File: src/design/uv_sphere_mesh_generator_core_macros.svh
// Assertion macros shared by the sphere mesh generator RTL.
`ifndef UV_SPHERE_MESH_GENERATOR_CORE_MACROS_SVH
`define UV_SPHERE_MESH_GENERATOR_CORE_MACROS_SVH

// Same-cycle implication, disabled during reset.
`define USMG_ASSERT_IMP(lbl, ck, rn, ante, cons) \
  lbl: assert property (@(posedge ck) disable iff (!(rn)) (ante) |-> (cons)) \
    else $error("same-cycle check failed");

// Next-cycle implication, disabled during reset.
`define USMG_ASSERT_NXT(lbl, ck, rn, ante, cons) \
  lbl: assert property (@(posedge ck) disable iff (!(rn)) (ante) |=> (cons)) \
    else $error("next-cycle check failed");

`endif

File: src/design/usmg_pkg.sv
// Shared types, constants and coefficient tables of the sphere mesh generator.
`default_nettype none

package usmg_pkg;

  localparam int LINE_W  = 9;   // line count registers
  localparam int ANG_W   = 31;  // unsigned angle, radians in Q3.28
  localparam int VTX_W   = 17;  // vertex index before output masking
  localparam int QF      = 28;  // fraction bits of the internal fixed point
  localparam int MAG_W   = 29;  // magnitude of a value in [0, 1.0] in Q28
  localparam int TRIG_W  = 31;  // signed sine or cosine in Q28
  localparam int KD_W    = 8;   // Taylor factorial factor
  localparam int RCP_W   = 32;  // reciprocal scale

  localparam int MAX_LINES_DEF  = 256;
  localparam int COORD_BITS_DEF = 16;
  localparam int INDEX_BITS_DEF = 16;

  localparam int RST_LINES    = 10;
  localparam int TAYLOR_TERMS = 6;
  localparam int QUEUE_DEPTH  = 2;

  localparam logic [ANG_W-1:0] ANG_314      = 31'd842887332;
  localparam logic [ANG_W-1:0] ANG_628      = 31'd1685774664;
  localparam logic [ANG_W-1:0] HALF_PI_Q    = 31'd421657428;
  localparam logic [ANG_W-1:0] QUARTER_PI_Q = HALF_PI_Q / 2;

  localparam logic CFG_LAT_LINES  = 1'b0;
  localparam logic CFG_LONG_LINES = 1'b1;

  typedef enum logic [1:0] {
    DK_NORTH,
    DK_RING,
    DK_SOUTH,
    DK_TRI
  } desc_kind_t;

  typedef struct packed {
    desc_kind_t       kind;
    logic [ANG_W-1:0] p_ang;
    logic [ANG_W-1:0] y_ang;
    logic [VTX_W-1:0] a;
    logic [VTX_W-1:0] b;
    logic [VTX_W-1:0] c;
    logic             fin;
  } desc_t;

  // Sine series divides term n by (2n)(2n+1), cosine by (2n-1)(2n).
  function automatic logic [KD_W-1:0] sin_den(input logic [2:0] n);
    logic [KD_W-1:0] k;
    case (n)
      3'd1:    k = 8'd6;
      3'd2:    k = 8'd20;
      3'd3:    k = 8'd42;
      3'd4:    k = 8'd72;
      3'd5:    k = 8'd110;
      3'd6:    k = 8'd156;
      default: k = 8'd6;
    endcase
    return k;
  endfunction

  function automatic logic [KD_W-1:0] cos_den(input logic [2:0] n);
    logic [KD_W-1:0] k;
    case (n)
      3'd1:    k = 8'd2;
      3'd2:    k = 8'd12;
      3'd3:    k = 8'd30;
      3'd4:    k = 8'd56;
      3'd5:    k = 8'd90;
      3'd6:    k = 8'd132;
      default: k = 8'd2;
    endcase
    return k;
  endfunction

  // floor(2^32 / k) for the factors above.
  function automatic logic [RCP_W-1:0] sin_rcp(input logic [2:0] n);
    logic [RCP_W-1:0] m;
    case (n)
      3'd1:    m = 32'd715827882;
      3'd2:    m = 32'd214748364;
      3'd3:    m = 32'd102261126;
      3'd4:    m = 32'd59652323;
      3'd5:    m = 32'd39045157;
      3'd6:    m = 32'd27531841;
      default: m = 32'd715827882;
    endcase
    return m;
  endfunction

  function automatic logic [RCP_W-1:0] cos_rcp(input logic [2:0] n);
    logic [RCP_W-1:0] m;
    case (n)
      3'd1:    m = 32'd2147483648;
      3'd2:    m = 32'd357913941;
      3'd3:    m = 32'd143165576;
      3'd4:    m = 32'd76695844;
      3'd5:    m = 32'd47721858;
      3'd6:    m = 32'd32537631;
      default: m = 32'd2147483648;
    endcase
    return m;
  endfunction

endpackage

`default_nettype wire

File: src/design/usmg_queue.sv
// Short descriptor queue between the front and back ends.
`default_nettype none

module usmg_queue
  import usmg_pkg::*;
#(
  parameter int DEPTH = QUEUE_DEPTH
) (
  input  wire logic  clk,
  input  wire logic  rst_n,
  input  wire logic  push,
  input  desc_t      wdata,
  output logic       full,
  input  wire logic  pop,
  output desc_t      rdata,
  output logic       empty
);

  localparam int PTR_W = (DEPTH > 1) ? $clog2(DEPTH) : 1;
  localparam int CNT_W = $clog2(DEPTH + 1);

  desc_t            mem [DEPTH];
  logic [PTR_W-1:0] wr_r, rd_r;
  logic [CNT_W-1:0] cnt_r;
  logic             do_push, do_pop;

  assign full    = cnt_r == CNT_W'(DEPTH);
  assign empty   = cnt_r == '0;
  assign do_push = push && !full;
  assign do_pop  = pop && !empty;
  assign rdata   = mem[rd_r];

  always_ff @(posedge clk) begin
    if (do_push) mem[wr_r] <= wdata;
  end

  always_ff @(posedge clk) begin
    if (!rst_n) begin
      wr_r  <= '0;
      rd_r  <= '0;
      cnt_r <= '0;
    end else begin
      if (do_push) wr_r <= (wr_r == PTR_W'(DEPTH - 1)) ? '0 : wr_r + 1'b1;
      if (do_pop)  rd_r <= (rd_r == PTR_W'(DEPTH - 1)) ? '0 : rd_r + 1'b1;
      if (do_push && !do_pop) cnt_r <= cnt_r + 1'b1;
      else if (do_pop && !do_push) cnt_r <= cnt_r - 1'b1;
    end
  end

endmodule

`default_nettype wire

File: config.mk
export PLATFORM = sky130hd
export DESIGN_NAME = usmg_queue
export DESIGN_NICKNAME = d
export VERILOG_FILES = /design/src/design/uv_sphere_mesh_generator_core_macros.svh /design/src/design/usmg_pkg.sv /design/src/design/usmg_queue.sv
export SDC_FILE = /design/constraint.sdc
export NUM_CORES = 1
export LEC_CHECK = 0
export BUFFER_PORTS_ARGS = -buffer_cell sky130_fd_sc_hd__buf_2
export CORE_MARGIN = 1
export CORE_UTILIZATION = 45
export DETAILED_ROUTE_END_ITERATION = 16
export PLACE_DENSITY = 0.7
export SLEW_MARGIN = 20
export SYNTH_ARGS = -nofsm -noshare
export SYNTH_HDL_FRONTEND = slang
export SYNTH_SLANG_ARGS = --single-unit
File: constraint.sdc
create_clock -name clk -period 7.04 [get_ports clk]
set_input_delay 0.704 -clock clk [delete_from_list [all_inputs] [get_ports clk]]
set_output_delay 0.704 -clock clk [all_outputs]
set_load 0.01 [all_outputs]
==> metrics list, run 1 <==
- The cell sitting at the root of the clock tree is a sky130_fd_sc_hd__clkbuf_16.
* Nets: 762
- Setup Crit Path Kind: flop to primary output
- The internal power of the cells totals 2.97 mW.
* DRC viols: 0
- Min Clock Period, post-route: 3580 ps
- Most common cell in the netlist: sky130_fd_sc_hd__edfxtp_1
- The largest single stage delay on the critical path is 910 ps.
- CTS max path bufs: 3
- Post-CTS Hold Fix Bufs: 0
* List of most frequent post-synthesis cells: sky130_fd_sc_hd__edfxtp_1, sky130_fd_sc_hd__mux2_2, sky130_fd_sc_hd__mux2_4
- The count of nets left with antenna violations once routing finished came out at 0.
- For this run, the total global-route usage over all layers was measured as 0.160.
* Fin cells: 921
- Vias per cell: 4.84
- Launch instance of the worst register-to-register path: cnt_r[0]
* Async set or reset register ratio after synthesis: 0
* Average cell area after synthesis: 22.7 µm²
- Clock power share: 0.302
- Entering global routing, the biggest net connects 68 pins.
* Post-Synthesis Net Count: 507
- Area enclosed by the die boundary: 0.0200 mm²
- After detailed placement, the design holds a cell count of 874.
- Maximum fanout along the worst path: 60
* Largest cells by area after synthesis: sky130_fd_sc_hd__edfxtp_1, sky130_fd_sc_hd__mux2_2, sky130_fd_sc_hd__mux2_4
- In the final layout, the share of cells above drive strength 1 is 0.599.
* Finished Cell Area: 0.0110 mm²
- The number of max-slew violations in the final report came to 0.
* Final setup fails: 0
- Routed Wire Length: 16200 µm
* # Post-CTS Setup Buffers: 0
- Share of the clock period used by the worst path: 0.508
* Flip-flop cell with the highest count after synthesis: sky130_fd_sc_hd__edfxtp_1
* Max Cap Violations: 0
- Sw frac: 0.261
- The total overflow left after global routing is 0.
* FP Rows: 50
- Yosys cell types: 21
- Headroom to the max-slew limit came out at 0.384.
- Netlist area before placement: 0.00876 mm²
* Power share of the combinational group: 0.231
* Kind of capture point of the worst setup path: primary output
- The congestion estimate from routability-driven global placement came to 0.706.
- The number of antenna violations at the first check in global routing came to 3.
- Setup repair after global routing left no endpoint under its margin.
- Of the synthesized area, sequential elements account for 0.807.
- The share of synthesized area in the top cell type comes to 0.795.
- Number of cell instances on the worst register-to-register path: 5
* First DRT Iteration DRCs: 245
* Result of the run: complete, no violations
- Number of H-tree branching levels: 1
- Core Area: 0.0189 mm²
- Clock sink count: 237
* PwrDens: 365 mW/mm²
- Critical path's slowest cell: sky130_fd_sc_hd__dfxtp_4
- After detailed routing, the average wire length per cell comes to 17.6 µm.
* Overall via count from detail_route: 4457
- Yosys warnings: 0
- Flop pwr share: 0.467
* Net switching component of the power: 1.05 mW
- Clock skew on the completed layout was measured at 7.73 ps.
* Number of instances in the synthesized netlist: 386
- Hold is met by 391 ps.
- Initial Utilization: 0.464
- The worst-case IR drop observed on VDD is 0.246 mV.
- Vias in the first global route: 4739
- Counting flops with a built-in enable in the synthesized netlist gives 232.
- Static leakage: 4.17 nW
- Total power: 4.01 mW
* Number of port buffers: 237
* WHS Path Cells: 1
- Final hold vios: 0
- Type of origin of the critical path: flop
* Insertion delay to the later sink of the worst-skew pair: 500 ps
- Arrival time at the worst endpoint: 2870 ps
* Start point of the worst hold path: wdata[20]
* Vertical die dimension: 142 µm
- In this run the cell area measured after placement is 0.0102 mm².
- Clock tree from TritonCTS: yes
* Dpl hpwl: 10800 µm
* First-pass GRT wire length: 24800 µm
* Number of detailed-routing iterations run before antenna repair: 5
- Post-synthesis sequential element count: 237
- CTS clock-pin slew for the worst setup and hold paths: 60 ps
- For the final routed database, the setup TNS stands at 0 ps.
- Cell-by-cell listing of the critical path: buf_4, mux2_2, buf_2
* Die Wd: 142 µm
- Endpoint required time on the critical path: 6340 ps
- Area overhead of the layout relative to synthesis: 25.4%
- The number of gates resized after CTS was 0.
- The worst hold path belongs to the class primary input to flop.
- Achievable Freq: 280 MHz
- Buffers inserted during clock tree synthesis total 25.
- The biggest area contributor in the post-synthesis netlist is sky130_fd_sc_hd__edfxtp_1.
* Number of I/O pins: 238
- Transition time of the tightest slew-check pin: 924 ps
## layout make-up
| cell class | count | area [µm²] |
|---|---|---|
| antenna | 2 | 5.00 |
| clock buffer | 30 | 644 |
| clock inverter | 15 | 121 |
| fill | 1483 | 7910 |
| inverter | 2 | 7.51 |
| multi-input combinational | 134 | 1590 |
| sequential | 237 | 7070 |
| tap | 260 | 325 |
| timing repair buffer | 241 | 1220 |
## power by group through the flow
stage	clock network, mW	logic [mW]	registers, mW
after detailed placement	0	0.939	1.91
after floorplan	0	0.666	1.86
after global placement	0	0.922	1.90
final	1.21	0.927	1.87
after CTS	1.25	0.946	1.88
after global routing	1.30	1.00	1.90
## logic make-up (layout without fill, tap and decap cells)
family	Yosys count	count (layout)	synth area share
compound gates	5	5	0.00371
xor+xnor	3	3	0.00300
fa+ha+maj	1	1	0.00143
buf+inv	15	288	0.0126
flops	237	237	0.807
mux	116	116	0.166
other cells	0	2	0
simple gates	9	9	0.00629
## sequential cells by signal, summed over array words and instances, names as in the netlist, named ones only
name   flops
wr_r       1
mem      232
rd_r       1
cnt_r      2
## critical path, delay by kind of cell, from the launching register on
| family | cells | cell delay, ps |
|---|---|---|
| buf+inv | 2 | 950 |
| flops | 1 | 910 |
| mux | 1 | 420 |
## stage by stage
step           utilization  worst slack (ps)
6_report             0.581              3460
5_1_grt              0.581              3290
4_1_cts              0.581              3380
3_5_place_dp         0.541              3930
3_3_place_gp         0.541              4020
2_1_floorplan            -              1210
## path summary, 6_finish.rpt
path                                    to  slack, ps
worst max-delay path              rdata[9]       3460
worst min-delay path            mem[0][20]        390
worst max register to register  mem[0][69]       4390
worst min register to register    cnt_r[1]        550
## layout by cell type, fill, tap and decap left out, drive strengths merged
cell,netlist,routed
ha,1,1
o21a,1,1
xnor2,2,2
o21ai,2,2
diode,0,2
or3,1,1
buf,13,241
bufinv,0,2
clkbuf,0,30
and3,1,1
mux2,116,116
dfxtp,5,5
xor2,1,1
clkinvlp,0,1
clkinv,0,12
nand2b,1,1
edfxtp,232,232
a21boi,2,2
nor3,1,1
nor2,2,2
and2,3,3
inv,2,2
## per-layer routing
metal	global-route usage	routed length (µm)	vias up
li1	-	-	2048
met1	0.200	6400	2185
met2	0.265	7910	196
met3	0.0493	1530	28
met4	0.0566	402	0
met5	0	0	-
Note: power is estimated with default switching activity, not from simulation.
==> run 2: changes to the inputs <==
Settings changed: PLACE_DENSITY 0.7 to 0.73.
Clock period 7.04 ns to 3 ns, I/O delays scaled along.
==> metrics list, run 2 (same netlist as run 1, synthesis figures left out) <==
- Hold is met by 75.7 ps.
- For this design the static power due to leakage is 4.64 nW.
* Endpoint required time on the critical path: 2700 ps
* Post-DRT Antenna Nets: 0
- The final-report hold violation count is 0.
- The tightest min-delay check is of the primary input to flop type.
* Post-DR wirelength/cell: 17.6 µm
* Post-CTS Hold Fix Bufs: 116
- Vias per cell: 4.77
* Final setup fails: 0
- After global routing the overflow that remains totals 0.
* Dpl hpwl: 10600 µm
- Area overhead of the layout relative to synthesis: 38.7%
- Worst rel slew slack: 0.424
- No sink is reached through more buffers than the 3 on the longest clock path.
- Setup slack of the critical path after layout: 551 ps
- The floorplan step set the die height to 142 µm.
- Achievable Freq: 408 MHz
* Finished Cell Area: 0.0122 mm²
- Clock root buffer: sky130_fd_sc_hd__clkbuf_16
* Number of I/O pins: 238
- Leading cell types in the layout, fill and taps excluded: sky130_fd_sc_hd__buf_2, sky130_fd_sc_hd__edfxtp_1, sky130_fd_sc_hd__dlygate4sd3_1, sky130_fd_sc_hd__mux2_2, sky130_fd_sc_hd__mux2_4
- Setup repair after global routing missed its margin: no
- Entering global routing, the biggest net connects 72 pins.
* Vias in the first global route: 5445
- After layout, the minimum clock period comes to 2450 ps.
- The first global-routing pass estimated 27900 µm of wire.
- Setup Crit Path Kind: flop to primary output
* Insertion delay to the later sink of the worst-skew pair: 500 ps
* FP Rows: 50
* Overall via count from detail_route: 4944
* Number of port buffers: 237
- Largest registers ranked by flip-flop count: mem x232, cnt_r x2
* Max FFs per register: 232
* Number of gates resized after cts: 0
* Final RePlAce weighted congestion: 0.746
* Fin cells: 1037
- Fin Setup TNS: 0 ps
* Routed Wire Length: 18300 µm
- In this run the standard cell core region covers 0.0189 mm².
- The worst setup path is launched from a flop.
- Cell total after placement: 876
- The number of antenna violations at the first check in global routing came to 0.
- Share of layout cells above drive strength 1: 0.512
- Result of the run: complete, no violations
- DRC viols: 0
* Max Cap Violations: 0
- The clock arrives with 7.83 ps of skew.
* Cell area after placement: 0.0103 mm²
* Maximum fanout along the worst path: 64
* Die Wd: 142 µm
- Share of the clock period used by the worst path: 0.816
* Initial Utilization: 0.464
- The library cell used most frequently in the layout, excluding fill and tap cells, is sky130_fd_sc_hd__buf_2.
- VDD sags by at most 0.465 mV.
* Kind of capture point of the worst setup path: primary output
- Clock-pin slew was measured on the worst setup and hold paths at 60 ps.
- Arrival time at the worst endpoint: 2150 ps
- The die covers 0.0200 mm².
* Register ranked first by flip-flop count: mem
* Worst setup timing slack at the placement stage: 1070 ps
- At the pin with the least slew margin, the transition time is 864 ps.
- # Post-CTS Setup Buffers: 0
* Clock tree from TritonCTS: yes
- Total Routing Usage GR: 0.181
* Number of H-tree branching levels: 1
* Number of buffers created by CTS: 24
- At the end of the flow, the number of nets in the layout was 879.
- Number of detailed-routing iterations run before antenna repair: 4
- Clock tree synthesis found a total of 237 sinks.
* PwrDens: 778 mW/mm²
- The first routing iteration left 122 violations.
- Max Slew Vio Count: 0
[run 2: worst paths after layout]
path | cells past startpoint | endpoint | slack (ps) | startpoint
max | 3 | rdata[22] | 550 | flop
min | 2 | wr_r | 80 | rst_n
max reg2reg | 4 | mem[0][64] | 1240 | cnt_r[0]
min reg2reg | 2 | cnt_r[1] | 560 | cnt_r[1]
[run 2: power by group]
part / switching, mW / internal [mW]
sequential: 0.124 / 4.17
combinational: 1.26 / 1.24
clock: 1.15 / 1.51
[run 2: metal layers]
| metal | global-route usage | part of all wire | vias to the layer above |
|---|---|---|---|
| met4 | 0.0600 | 0.026 | 0 |
| li1 | - | - | 2283 |
| met5 | 0 | 0 | - |
| met1 | 0.199 | 0.38 | 2428 |
| met2 | 0.338 | 0.53 | 197 |
| met3 | 0.0486 | 0.070 | 36 |
[run 2: through the flow]
| stage | total power, mW | util |
|---|---|---|
| floorplan | 5.92 | - |
| global placement | 6.66 | 0.544 |
| detailed placement | 6.74 | 0.544 |
| CTS | 9.54 | 0.643 |
| global route | 9.87 | 0.643 |
| finish | 9.45 | 0.643 |
[run 2: critical path: stages, from the launching register on]
cell and delay (ps):
sky130_fd_sc_hd__dfxtp_4 350, sky130_fd_sc_hd__buf_4 660, sky130_fd_sc_hd__mux2_2 430, sky130_fd_sc_hd__buf_2 150
[run 2: cell type report]
class / instances / area (µm²)
Tap cell: 260 / 325
Multi-Input combinational cell: 134 / 1600
Sequential cell: 237 / 7070
Clock inverter: 10 / 61.3
Inverter: 2 / 10.0
Timing Repair Buffer: 359 / 2430
Fill cell: 1327 / 6740
Antenna cell: 1 / 2.50
Clock buffer: 34 / 648
