### src/design/uv_sphere_mesh_generator_core_macros.svh
// Assertion macros shared by the sphere mesh generator RTL.
`ifndef UV_SPHERE_MESH_GENERATOR_CORE_MACROS_SVH
`define UV_SPHERE_MESH_GENERATOR_CORE_MACROS_SVH

// Same-cycle implication, disabled during reset.
`define USMG_ASSERT_IMP(lbl, ck, rn, ante, cons) \
  lbl: assert property (@(posedge ck) disable iff (!(rn)) (ante) |-> (cons)) \
    else $error("same-cycle check failed");

// Next-cycle implication, disabled during reset.
`define USMG_ASSERT_NXT(lbl, ck, rn, ante, cons) \
  lbl: assert property (@(posedge ck) disable iff (!(rn)) (ante) |=> (cons)) \
    else $error("next-cycle check failed");

`endif

### src/design/usmg_pkg.sv
// Shared types, constants and coefficient tables of the sphere mesh generator.
`default_nettype none

package usmg_pkg;

  localparam int LINE_W  = 9;   // line count registers
  localparam int ANG_W   = 31;  // unsigned angle, radians in Q3.28
  localparam int VTX_W   = 17;  // vertex index before output masking
  localparam int QF      = 28;  // fraction bits of the internal fixed point
  localparam int MAG_W   = 29;  // magnitude of a value in [0, 1.0] in Q28
  localparam int TRIG_W  = 31;  // signed sine or cosine in Q28
  localparam int KD_W    = 8;   // Taylor factorial factor
  localparam int RCP_W   = 32;  // reciprocal scale

  localparam int MAX_LINES_DEF  = 256;
  localparam int COORD_BITS_DEF = 16;
  localparam int INDEX_BITS_DEF = 16;

  localparam int RST_LINES    = 10;
  localparam int TAYLOR_TERMS = 6;
  localparam int QUEUE_DEPTH  = 2;

  localparam logic [ANG_W-1:0] ANG_314      = 31'd842887332;
  localparam logic [ANG_W-1:0] ANG_628      = 31'd1685774664;
  localparam logic [ANG_W-1:0] HALF_PI_Q    = 31'd421657428;
  localparam logic [ANG_W-1:0] QUARTER_PI_Q = HALF_PI_Q / 2;

  localparam logic CFG_LAT_LINES  = 1'b0;
  localparam logic CFG_LONG_LINES = 1'b1;

  typedef enum logic [1:0] {
    DK_NORTH,
    DK_RING,
    DK_SOUTH,
    DK_TRI
  } desc_kind_t;

  typedef struct packed {
    desc_kind_t       kind;
    logic [ANG_W-1:0] p_ang;
    logic [ANG_W-1:0] y_ang;
    logic [VTX_W-1:0] a;
    logic [VTX_W-1:0] b;
    logic [VTX_W-1:0] c;
    logic             fin;
  } desc_t;

  // Sine series divides term n by (2n)(2n+1), cosine by (2n-1)(2n).
  function automatic logic [KD_W-1:0] sin_den(input logic [2:0] n);
    logic [KD_W-1:0] k;
    case (n)
      3'd1:    k = 8'd6;
      3'd2:    k = 8'd20;
      3'd3:    k = 8'd42;
      3'd4:    k = 8'd72;
      3'd5:    k = 8'd110;
      3'd6:    k = 8'd156;
      default: k = 8'd6;
    endcase
    return k;
  endfunction

  function automatic logic [KD_W-1:0] cos_den(input logic [2:0] n);
    logic [KD_W-1:0] k;
    case (n)
      3'd1:    k = 8'd2;
      3'd2:    k = 8'd12;
      3'd3:    k = 8'd30;
      3'd4:    k = 8'd56;
      3'd5:    k = 8'd90;
      3'd6:    k = 8'd132;
      default: k = 8'd2;
    endcase
    return k;
  endfunction

  // floor(2^32 / k) for the factors above.
  function automatic logic [RCP_W-1:0] sin_rcp(input logic [2:0] n);
    logic [RCP_W-1:0] m;
    case (n)
      3'd1:    m = 32'd715827882;
      3'd2:    m = 32'd214748364;
      3'd3:    m = 32'd102261126;
      3'd4:    m = 32'd59652323;
      3'd5:    m = 32'd39045157;
      3'd6:    m = 32'd27531841;
      default: m = 32'd715827882;
    endcase
    return m;
  endfunction

  function automatic logic [RCP_W-1:0] cos_rcp(input logic [2:0] n);
    logic [RCP_W-1:0] m;
    case (n)
      3'd1:    m = 32'd2147483648;
      3'd2:    m = 32'd357913941;
      3'd3:    m = 32'd143165576;
      3'd4:    m = 32'd76695844;
      3'd5:    m = 32'd47721858;
      3'd6:    m = 32'd32537631;
      default: m = 32'd2147483648;
    endcase
    return m;
  endfunction

endpackage

`default_nettype wire

### src/design/usmg_div.sv
// Restoring divider, one quotient bit per cycle.
`default_nettype none

module usmg_div
  import usmg_pkg::*;
#(
  parameter int NUM_W = ANG_W,
  parameter int DEN_W = LINE_W
) (
  input  wire logic             clk,
  input  wire logic             rst_n,
  input  wire logic             start,
  input  wire logic [NUM_W-1:0] num,
  input  wire logic [DEN_W-1:0] den,
  output logic                  busy,
  output logic [NUM_W-1:0]      quo
);

  localparam int CNT_W = $clog2(NUM_W + 1);

  logic [CNT_W-1:0] cnt_r;
  logic [DEN_W-1:0] rem_r;
  logic [DEN_W-1:0] den_r;
  logic [NUM_W-1:0] quo_r;
  logic [DEN_W:0]   trial;
  logic [DEN_W:0]   diff;
  logic             ge;

  assign trial = {rem_r, quo_r[NUM_W-1]};
  assign ge    = trial >= {1'b0, den_r};
  assign diff  = trial - {1'b0, den_r};
  assign busy  = cnt_r != '0;
  assign quo   = quo_r;

  always_ff @(posedge clk) begin
    if (!rst_n) begin
      cnt_r <= '0;
    end else if (start) begin
      cnt_r <= CNT_W'(NUM_W);
    end else if (busy) begin
      cnt_r <= cnt_r - 1'b1;
    end
  end

  always_ff @(posedge clk) begin
    if (start) begin
      rem_r <= '0;
      den_r <= den;
      quo_r <= num;
    end else if (busy) begin
      rem_r <= ge ? diff[DEN_W-1:0] : trial[DEN_W-1:0];
      quo_r <= {quo_r[NUM_W-2:0], ge};
    end
  end

endmodule

`default_nettype wire

### src/design/usmg_front.sv
// Front end: configuration, mesh sequencing and item descriptors.
`default_nettype none

module usmg_front
  import usmg_pkg::*;
#(
  parameter int MAX_LINES = MAX_LINES_DEF
) (
  input  wire logic              clk,
  input  wire logic              rst_n,
  input  wire logic              in_push,
  input  wire logic              in_restart,
  output logic                   in_full,
  input  wire logic              cfg_valid,
  output logic                   cfg_ready,
  input  wire logic              cfg_index,
  input  wire logic [LINE_W-1:0] cfg_data,
  output logic                   q_push,
  output desc_t                  q_data,
  input  wire logic              q_full
);

  localparam int CNT_W = $clog2(MAX_LINES);
  localparam int RST_LAT = (RST_LINES > MAX_LINES) ? MAX_LINES : RST_LINES;
  localparam longint RST_PITCH =
    (longint'(ANG_314) + longint'((RST_LAT - 1) / 2)) / longint'(RST_LAT - 1);
  localparam longint RST_YAW =
    (longint'(ANG_628) + longint'(RST_LAT / 2)) / longint'(RST_LAT);
  localparam int RST_VCOUNT = (RST_LAT - 2) * RST_LAT + 2;
  localparam int PW = LINE_W + ANG_W;

  typedef enum logic [1:0] {F_IDLE, F_DIV, F_EMIT} fstate_t;
  typedef enum logic [2:0] {PH_NORTH, PH_RING, PH_SOUTH, PH_NFAN, PH_BAND, PH_SFAN} phase_t;

  fstate_t          state_r;
  phase_t           phase_r;
  logic [LINE_W-1:0] lat_lines_r, long_lines_r;
  logic [LINE_W-1:0] lat_used_r, long_used_r;
  logic [VTX_W-1:0]  vcount_r;
  logic [ANG_W-1:0]  pitch_step_r, yaw_step_r;
  logic [CNT_W-1:0]  ring_r, col_r;
  logic              half_r, emit_after_r;

  function automatic logic [LINE_W-1:0] clamp_lines(input logic [LINE_W-1:0] v);
    logic [LINE_W-1:0] r;
    r = v;
    if (v < LINE_W'(3)) r = LINE_W'(3);
    if (v > LINE_W'(MAX_LINES)) r = LINE_W'(MAX_LINES);
    return r;
  endfunction

  logic [LINE_W-1:0] lat_c, long_c, col1, ring1;
  logic [VTX_W-1:0]  vcount_c;
  logic              acc, emit, latch_rst, wrap, latch, last_col;
  logic              div_busy_p, div_busy_y;
  logic [ANG_W-1:0]  quo_p, quo_y, num_p, num_y;
  logic [PW-1:0]     pprod, yprod;
  logic [VTX_W-1:0]  rl, a0, b0, c0, d0;

  assign lat_c    = clamp_lines(lat_lines_r);
  assign long_c   = clamp_lines(long_lines_r);
  assign vcount_c = VTX_W'(lat_c - LINE_W'(2)) * VTX_W'(long_c) + VTX_W'(2);

  assign cfg_ready = 1'b1;
  assign in_full   = (state_r != F_IDLE) || q_full;
  assign acc       = in_push && !in_full;
  assign latch_rst = (state_r == F_IDLE) && acc && in_restart;
  assign emit      = ((state_r == F_IDLE) && acc && !in_restart) ||
                     ((state_r == F_EMIT) && !q_full);
  assign col1      = LINE_W'(col_r) + LINE_W'(1);
  assign ring1     = LINE_W'(ring_r) + LINE_W'(1);
  assign last_col  = col1 >= long_used_r;
  assign wrap      = emit && (phase_r == PH_SFAN) && last_col;
  assign latch     = latch_rst || wrap;
  assign q_push    = emit;

  // Step angles: round(3.14 / (lat - 1)) and round(6.28 / long) in Q3.28.
  assign num_p = ANG_314 + ANG_W'((lat_c - LINE_W'(1)) >> 1);
  assign num_y = ANG_628 + ANG_W'(long_c >> 1);

  usmg_div #(.NUM_W(ANG_W), .DEN_W(LINE_W)) u_div_pitch (
    .clk  (clk),
    .rst_n(rst_n),
    .start(latch),
    .num  (num_p),
    .den  (lat_c - LINE_W'(1)),
    .busy (div_busy_p),
    .quo  (quo_p)
  );

  usmg_div #(.NUM_W(ANG_W), .DEN_W(LINE_W)) u_div_yaw (
    .clk  (clk),
    .rst_n(rst_n),
    .start(latch),
    .num  (num_y),
    .den  (long_c),
    .busy (div_busy_y),
    .quo  (quo_y)
  );

  assign pprod = PW'(ring1) * PW'(pitch_step_r);
  assign yprod = PW'(col_r) * PW'(yaw_step_r);
  assign rl    = VTX_W'(ring_r) * VTX_W'(long_used_r);
  assign a0    = rl + VTX_W'(col_r) + VTX_W'(1);
  assign b0    = last_col ? rl + VTX_W'(1) : a0 + VTX_W'(1);
  assign c0    = a0 + VTX_W'(long_used_r);
  assign d0    = b0 + VTX_W'(long_used_r);

  always_comb begin
    q_data = '0;
    q_data.kind = DK_TRI;
    unique case (phase_r)
      PH_NORTH: q_data.kind = DK_NORTH;
      PH_RING: begin
        q_data.kind  = DK_RING;
        q_data.p_ang = pprod[ANG_W-1:0];
        q_data.y_ang = yprod[ANG_W-1:0];
      end
      PH_SOUTH: q_data.kind = DK_SOUTH;
      PH_NFAN: begin
        q_data.b = VTX_W'(col1);
        q_data.c = last_col ? VTX_W'(1) : VTX_W'(col1) + VTX_W'(1);
      end
      PH_BAND: begin
        q_data.a = half_r ? c0 : a0;
        q_data.b = b0;
        q_data.c = half_r ? d0 : c0;
      end
      default: begin
        q_data.a   = vcount_r - VTX_W'(1);
        q_data.b   = vcount_r - VTX_W'(2) - VTX_W'(col_r);
        q_data.c   = last_col ? vcount_r - VTX_W'(2) : vcount_r - VTX_W'(3) - VTX_W'(col_r);
        q_data.fin = last_col;
      end
    endcase
  end

  always_ff @(posedge clk) begin
    if (!rst_n) begin
      lat_lines_r  <= LINE_W'(RST_LINES);
      long_lines_r <= LINE_W'(RST_LINES);
    end else if (cfg_valid) begin
      unique case (cfg_index)
        CFG_LAT_LINES:  lat_lines_r  <= cfg_data;
        CFG_LONG_LINES: long_lines_r <= cfg_data;
        default:        lat_lines_r  <= lat_lines_r;
      endcase
    end
  end

  always_ff @(posedge clk) begin
    if (!rst_n) begin
      state_r      <= F_IDLE;
      phase_r      <= PH_NORTH;
      ring_r       <= '0;
      col_r        <= '0;
      half_r       <= 1'b0;
      emit_after_r <= 1'b0;
      lat_used_r   <= LINE_W'(RST_LAT);
      long_used_r  <= LINE_W'(RST_LAT);
      vcount_r     <= VTX_W'(RST_VCOUNT);
      pitch_step_r <= ANG_W'(RST_PITCH);
      yaw_step_r   <= ANG_W'(RST_YAW);
    end else begin
      if (emit) begin
        unique case (phase_r)
          PH_NORTH: begin
            phase_r <= PH_RING;
            ring_r  <= '0;
            col_r   <= '0;
          end
          PH_RING: begin
            if (last_col) begin
              col_r  <= '0;
              ring_r <= CNT_W'(ring1);
              if (ring1 >= lat_used_r - LINE_W'(2)) phase_r <= PH_SOUTH;
            end else begin
              col_r <= CNT_W'(col1);
            end
          end
          PH_SOUTH: begin
            phase_r <= PH_NFAN;
            col_r   <= '0;
          end
          PH_NFAN: begin
            if (last_col) begin
              col_r   <= '0;
              ring_r  <= '0;
              half_r  <= 1'b0;
              phase_r <= (lat_used_r > LINE_W'(3)) ? PH_BAND : PH_SFAN;
            end else begin
              col_r <= CNT_W'(col1);
            end
          end
          PH_BAND: begin
            half_r <= !half_r;
            if (half_r) begin
              if (last_col) begin
                col_r  <= '0;
                ring_r <= CNT_W'(ring1);
                if (ring1 >= lat_used_r - LINE_W'(3)) phase_r <= PH_SFAN;
              end else begin
                col_r <= CNT_W'(col1);
              end
            end
          end
          default: begin
            col_r <= CNT_W'(col1);
          end
        endcase
      end
      // A restart or a wrap latches the line counts and starts the step dividers.
      if (latch) begin
        lat_used_r  <= lat_c;
        long_used_r <= long_c;
        vcount_r    <= vcount_c;
        phase_r     <= PH_NORTH;
        ring_r      <= '0;
        col_r       <= '0;
        half_r      <= 1'b0;
      end
      unique case (state_r)
        F_IDLE: begin
          if (latch) begin
            state_r      <= F_DIV;
            emit_after_r <= latch_rst;
          end
        end
        F_DIV: begin
          if (!div_busy_p && !div_busy_y) begin
            pitch_step_r <= quo_p;
            yaw_step_r   <= quo_y;
            state_r      <= emit_after_r ? F_EMIT : F_IDLE;
          end
        end
        F_EMIT: begin
          if (emit) begin
            state_r      <= wrap ? F_DIV : F_IDLE;
            emit_after_r <= 1'b0;
          end
        end
        default: state_r <= F_IDLE;
      endcase
    end
  end

endmodule

`default_nettype wire

### config.mk
export PLATFORM = sky130hd
export DESIGN_NAME = usmg_front
export DESIGN_NICKNAME = d
export VERILOG_FILES = /design/src/design/uv_sphere_mesh_generator_core_macros.svh /design/src/design/usmg_pkg.sv /design/src/design/usmg_div.sv /design/src/design/usmg_front.sv
export SDC_FILE = /design/constraint.sdc
export NUM_CORES = 2
export LEC_CHECK = 0
export BUFFER_PORTS_ARGS = -buffer_cell sky130_fd_sc_hd__buf_2
export CORE_UTILIZATION = 50
export CTS_CLUSTER_SIZE = 16
export DETAILED_ROUTE_END_ITERATION = 12
export PLACE_DENSITY = 0.64
export RECOVER_POWER = 50
export SYNTH_ARGS = -nofsm -noshare
export SYNTH_HDL_FRONTEND = slang
export SYNTH_SLANG_ARGS = --single-unit
### constraint.sdc
create_clock -name clk -period 12.9 [get_ports clk]
set_input_delay 1.29 -clock clk [delete_from_list [all_inputs] [get_ports clk]]
set_output_delay 1.29 -clock clk [all_outputs]
set_load 0.1 [all_outputs]
==> results.toml <==
[floorplanning]
dieArea_sq_um = 71800
row_count = 97
initial_core_util = 0.505
core_region_area_sq_um = 70000
num_io_pins = 135
die_h_um = 268
die_width_um = 268

[detailed_routing]
drt_iter0_markers = 1796
firstDrtPassIters = 6
via_count = 28300
drt.antenna.violating_nets = 0
detail_route.vias_per_cell = 5.41
detail_route.wl_per_cell_um = 17.2
drt-total-wl_mm = 90.1
remaining_drc_errors = 0

[cts]
cts_post_setup_buffers_inserted = 0
clk-insertion-delay-late_ns = 0.57
numCtsBuffers = 27
htreeDepth = 1
cts_hold_repair.buffers = 0
clkTransAtPathRegs_ns = 0.07
cts_repair_resize_count = 0
clock_tree.root_cell = "sky130_fd_sc_hd__clkbuf_16"
clock_tree.buffer_depth = 3
numClockSinks = 246
cts_tree = "done"

[global_routing]
total_gr_overflow = 0
number_of_global_route_vias_before_repair = 27900
maximum_number_of_pins_on_one_net_before_global_route_repair = 113
grt_pass1_wl_mm = 148
global_route_usage_sum = 0.256
grt_antenna_before_repair = 1

[sta]
upper_clock_frequency_limit_mhz = 93.4
fin_worst_hold_slack_ns = 0.464
timing_worst_slew_pin_value_ns = 4.58
setup_tns_ns = 0
rsz0062_at_grt = "no"
setup_viol = 0
layout_worst_path_cycle_share = 0.830
timing.max_slew.rel_slack = -2.05
drv_slew = 266
report.final.hold_viol_count = 0
timing.final.crit_period_ns = 10.71
finClkSkew_ns = 0.0369

[worst_setup_path]
critical_path.startpoint_type = "flip-flop"
critPathCaptureType = "output port"
required_ns = 11.61
crit_arrival_ns = 9.42
crit_path_category = "flip-flop to output port"
crit_fanout = 41

[layout]
utilization_after_layout = 0.536
filler_cell_count = 6754
final_stage_net_count = 4988
layout-drive-gt1-share = 0.0569
layout-area-overhead-vs-synth_pct = 6.19

[logic_synthesis]
yosys.cell_types.count = 89
synth_edf_count = 80
asyncSetResetFlopFracSynth = 0
ys.warnings.count = 0
post_synth_instance_area_sq_um = 35300
synth.avg_cell_area_sq_um = 8.24
synth.ff_latch_count = 246
ys_dominant_reg_cell = "sky130_fd_sc_hd__dfxtp_1"
synth_seq_area_share = 0.162
synth_cells = 4291

[place]
port_buffers = 133
place_congestion = 0.913
detailed_place_hpwl_mm = 69.4

[power_and_ir_drop]
powerDensity_nw_per_um2 = 77.6
p_total_w = 0.00291
power.static_leakage_nw = 17.9
peakVddDrop_uv = 104

[hold_path]
worst_hold_check_path_type = "flip-flop to flip-flop"

[run_status]
outcome = "complete, but fails checks"
violations = "max-capacitance violations, max-slew violations"

[flow_run]
maxCapViolations = 7
path summary, 6_finish.rpt:
check / from / to / slack [ns] / cells after the start
worst max register to register: col_r[0] / long_used_r[3] / 2.91 / 15
worst max-delay path: col_r[0] / q_data[17] / 2.19 / 22
worst min register to register: u_div_pitch.rem_r[8] / u_div_pitch.rem_r[8] / 0.46 / 2
worst min-delay path: u_div_pitch.rem_r[8] / u_div_pitch.rem_r[8] / 0.46 / 2
critical path, cell delays in order, from the launching register on:
cell                       delay (ns)
sky130_fd_sc_hd__dfxtp_1         0.33
sky130_fd_sc_hd__clkbuf_1        1.61
sky130_fd_sc_hd__inv_1           0.45
sky130_fd_sc_hd__ha_1            0.57
sky130_fd_sc_hd__inv_1           0.10
sky130_fd_sc_hd__ha_1            0.28
sky130_fd_sc_hd__a31oi_1         0.08
sky130_fd_sc_hd__o21a_1          0.20
sky130_fd_sc_hd__nor2_1          1.43
sky130_fd_sc_hd__o21ai_0         0.54
sky130_fd_sc_hd__ha_1            0.45
sky130_fd_sc_hd__o21ai_0         0.11
sky130_fd_sc_hd__a21boi_0        0.27
sky130_fd_sc_hd__o21ai_0         0.15
sky130_fd_sc_hd__a21boi_0        0.26
sky130_fd_sc_hd__o21ai_0         0.14
sky130_fd_sc_hd__a21boi_0        0.25
sky130_fd_sc_hd__o21ai_1         0.15
sky130_fd_sc_hd__or3_1           0.45
sky130_fd_sc_hd__o31ai_1         0.26
sky130_fd_sc_hd__nand3b_1        0.11
sky130_fd_sc_hd__a31oi_1         0.19
sky130_fd_sc_hd__buf_2           0.45
power by group:
part / total, W / switching (W) / leakage, nW / internal, W
Clock: 0.000785 / 0.000339 / 0.412 / 0.000446
Combinational: 0.000961 / 0.000569 / 15.4 / 0.000391
Sequential: 0.00117 / 0.000132 / 2.15 / 0.00104
Total: 0.00291 / 0.00104 / 17.9 / 0.00187
registers in the layout, summed over array words and instances (netlist names):
| signal | count |
|---|---|
| lat_used_r | 9 |
| long_used_r | 9 |
| ring_r | 8 |
| lat_lines_r | 9 |
| u_div_pitch.rem_r | 9 |
| u_div_pitch.quo | 31 |
| u_div_pitch.den_r | 9 |
| u_div_yaw.rem_r | 9 |
| u_div_yaw.quo | 31 |
| long_lines_r | 9 |
| phase_r | 3 |
| u_div_yaw.cnt_r | 5 |
| emit_after_r | 1 |
| pitch_step_r | 31 |
| half_r | 1 |
| u_div_pitch.cnt_r | 5 |
| yaw_step_r | 31 |
| u_div_yaw.den_r | 9 |
| col_r | 8 |
| vcount_r | 17 |
| state_r | 2 |
cell type report:
class | count | area [sq um] | share of cell area
timing repair buffer | 174 | 933 | 0.0249
antenna | 1 | 2.50 | 0.0000667
multi-input combinational | 3277 | 26800 | 0.714
clock inverter | 20 | 199 | 0.00530
sequential | 246 | 5730 | 0.153
inverter | 539 | 2020 | 0.0539
tap | 940 | 1180 | 0.0313
clock buffer | 30 | 687 | 0.0183
per-layer routing:
metal	global-route usage	vias up	wire, um
li1	-	13700	-
met5	0	-	0
met4	0.0678	0	2400
met1	0.365	13800	41800
met2	0.414	765	41000
met3	0.0262	125	4890
placed cells by master, fill, tap and decap left out, drive strengths merged, types with 127 or more instances in the layout:
cell type and count:
nand2 704, inv 537, fa 440, nor2 279
and2 271, ha 267, xnor2 184, dfxtp 166
buf 154, a21oi 148, o21ai 127
metrics by stage:
| stage | cell area, sq um | std cells | setup slack (ns) |
|---|---|---|---|
| after detailed placement | 36700 | 5176 | 4.18 |
| after global placement | 36700 | 5176 | 4.30 |
| final | 37500 | 5227 | 2.19 |
| after floorplan | 35400 | 4298 | 3.59 |
| after global routing | 37500 | 5226 | 1.55 |
| after CTS | 37600 | 5226 | 3.58 |
kinds of logic after synthesis:
logic type | count (synthesis) | synth area share
mux | 14 | 0.00404
xor+xnor | 278 | 0.0695
other cells | 2 | 0.000212
compound gates | 630 | 0.119
simple gates | 1638 | 0.219
fa+ha+maj | 708 | 0.344
buf+inv | 775 | 0.0828
flops | 246 | 0.162
cell usage after synthesis, drive strengths merged, types with 7 or more instances:
master / number / area share
o22ai: 14 / 0.0025
or3: 22 / 0.0040
nor2b: 40 / 0.0071
a22o: 9 / 0.0023
nor3: 65 / 0.0096
a31oi: 10 / 0.0018
or2: 14 / 0.0025
nand4: 13 / 0.0023
nor3b: 12 / 0.0025
o31a: 7 / 0.0017
o211ai: 25 / 0.0057
mux2i: 12 / 0.0034
o21a: 30 / 0.0064
clkbuf: 192 / 0.020
xor2: 94 / 0.024
nor2: 279 / 0.030
inv: 535 / 0.057
ha: 267 / 0.095
a22oi: 14 / 0.0034
and2: 271 / 0.048
nor4: 14 / 0.0028
a21boi: 91 / 0.019
o21bai: 11 / 0.0023
nand3: 74 / 0.011
o21ai: 127 / 0.018
nand3b: 8 / 0.0017
and3: 30 / 0.0053
nand2: 704 / 0.075
fa: 440 / 0.25
xnor2: 184 / 0.046
edfxtp: 80 / 0.068
dfxtp: 166 / 0.094
a21oi: 148 / 0.021
a211oi: 31 / 0.0071
o31ai: 13 / 0.0028
a21o: 49 / 0.010
buf: 44 / 0.0052
nand2b: 75 / 0.013
No activity file was read; power rests on OpenSTA's default activity.
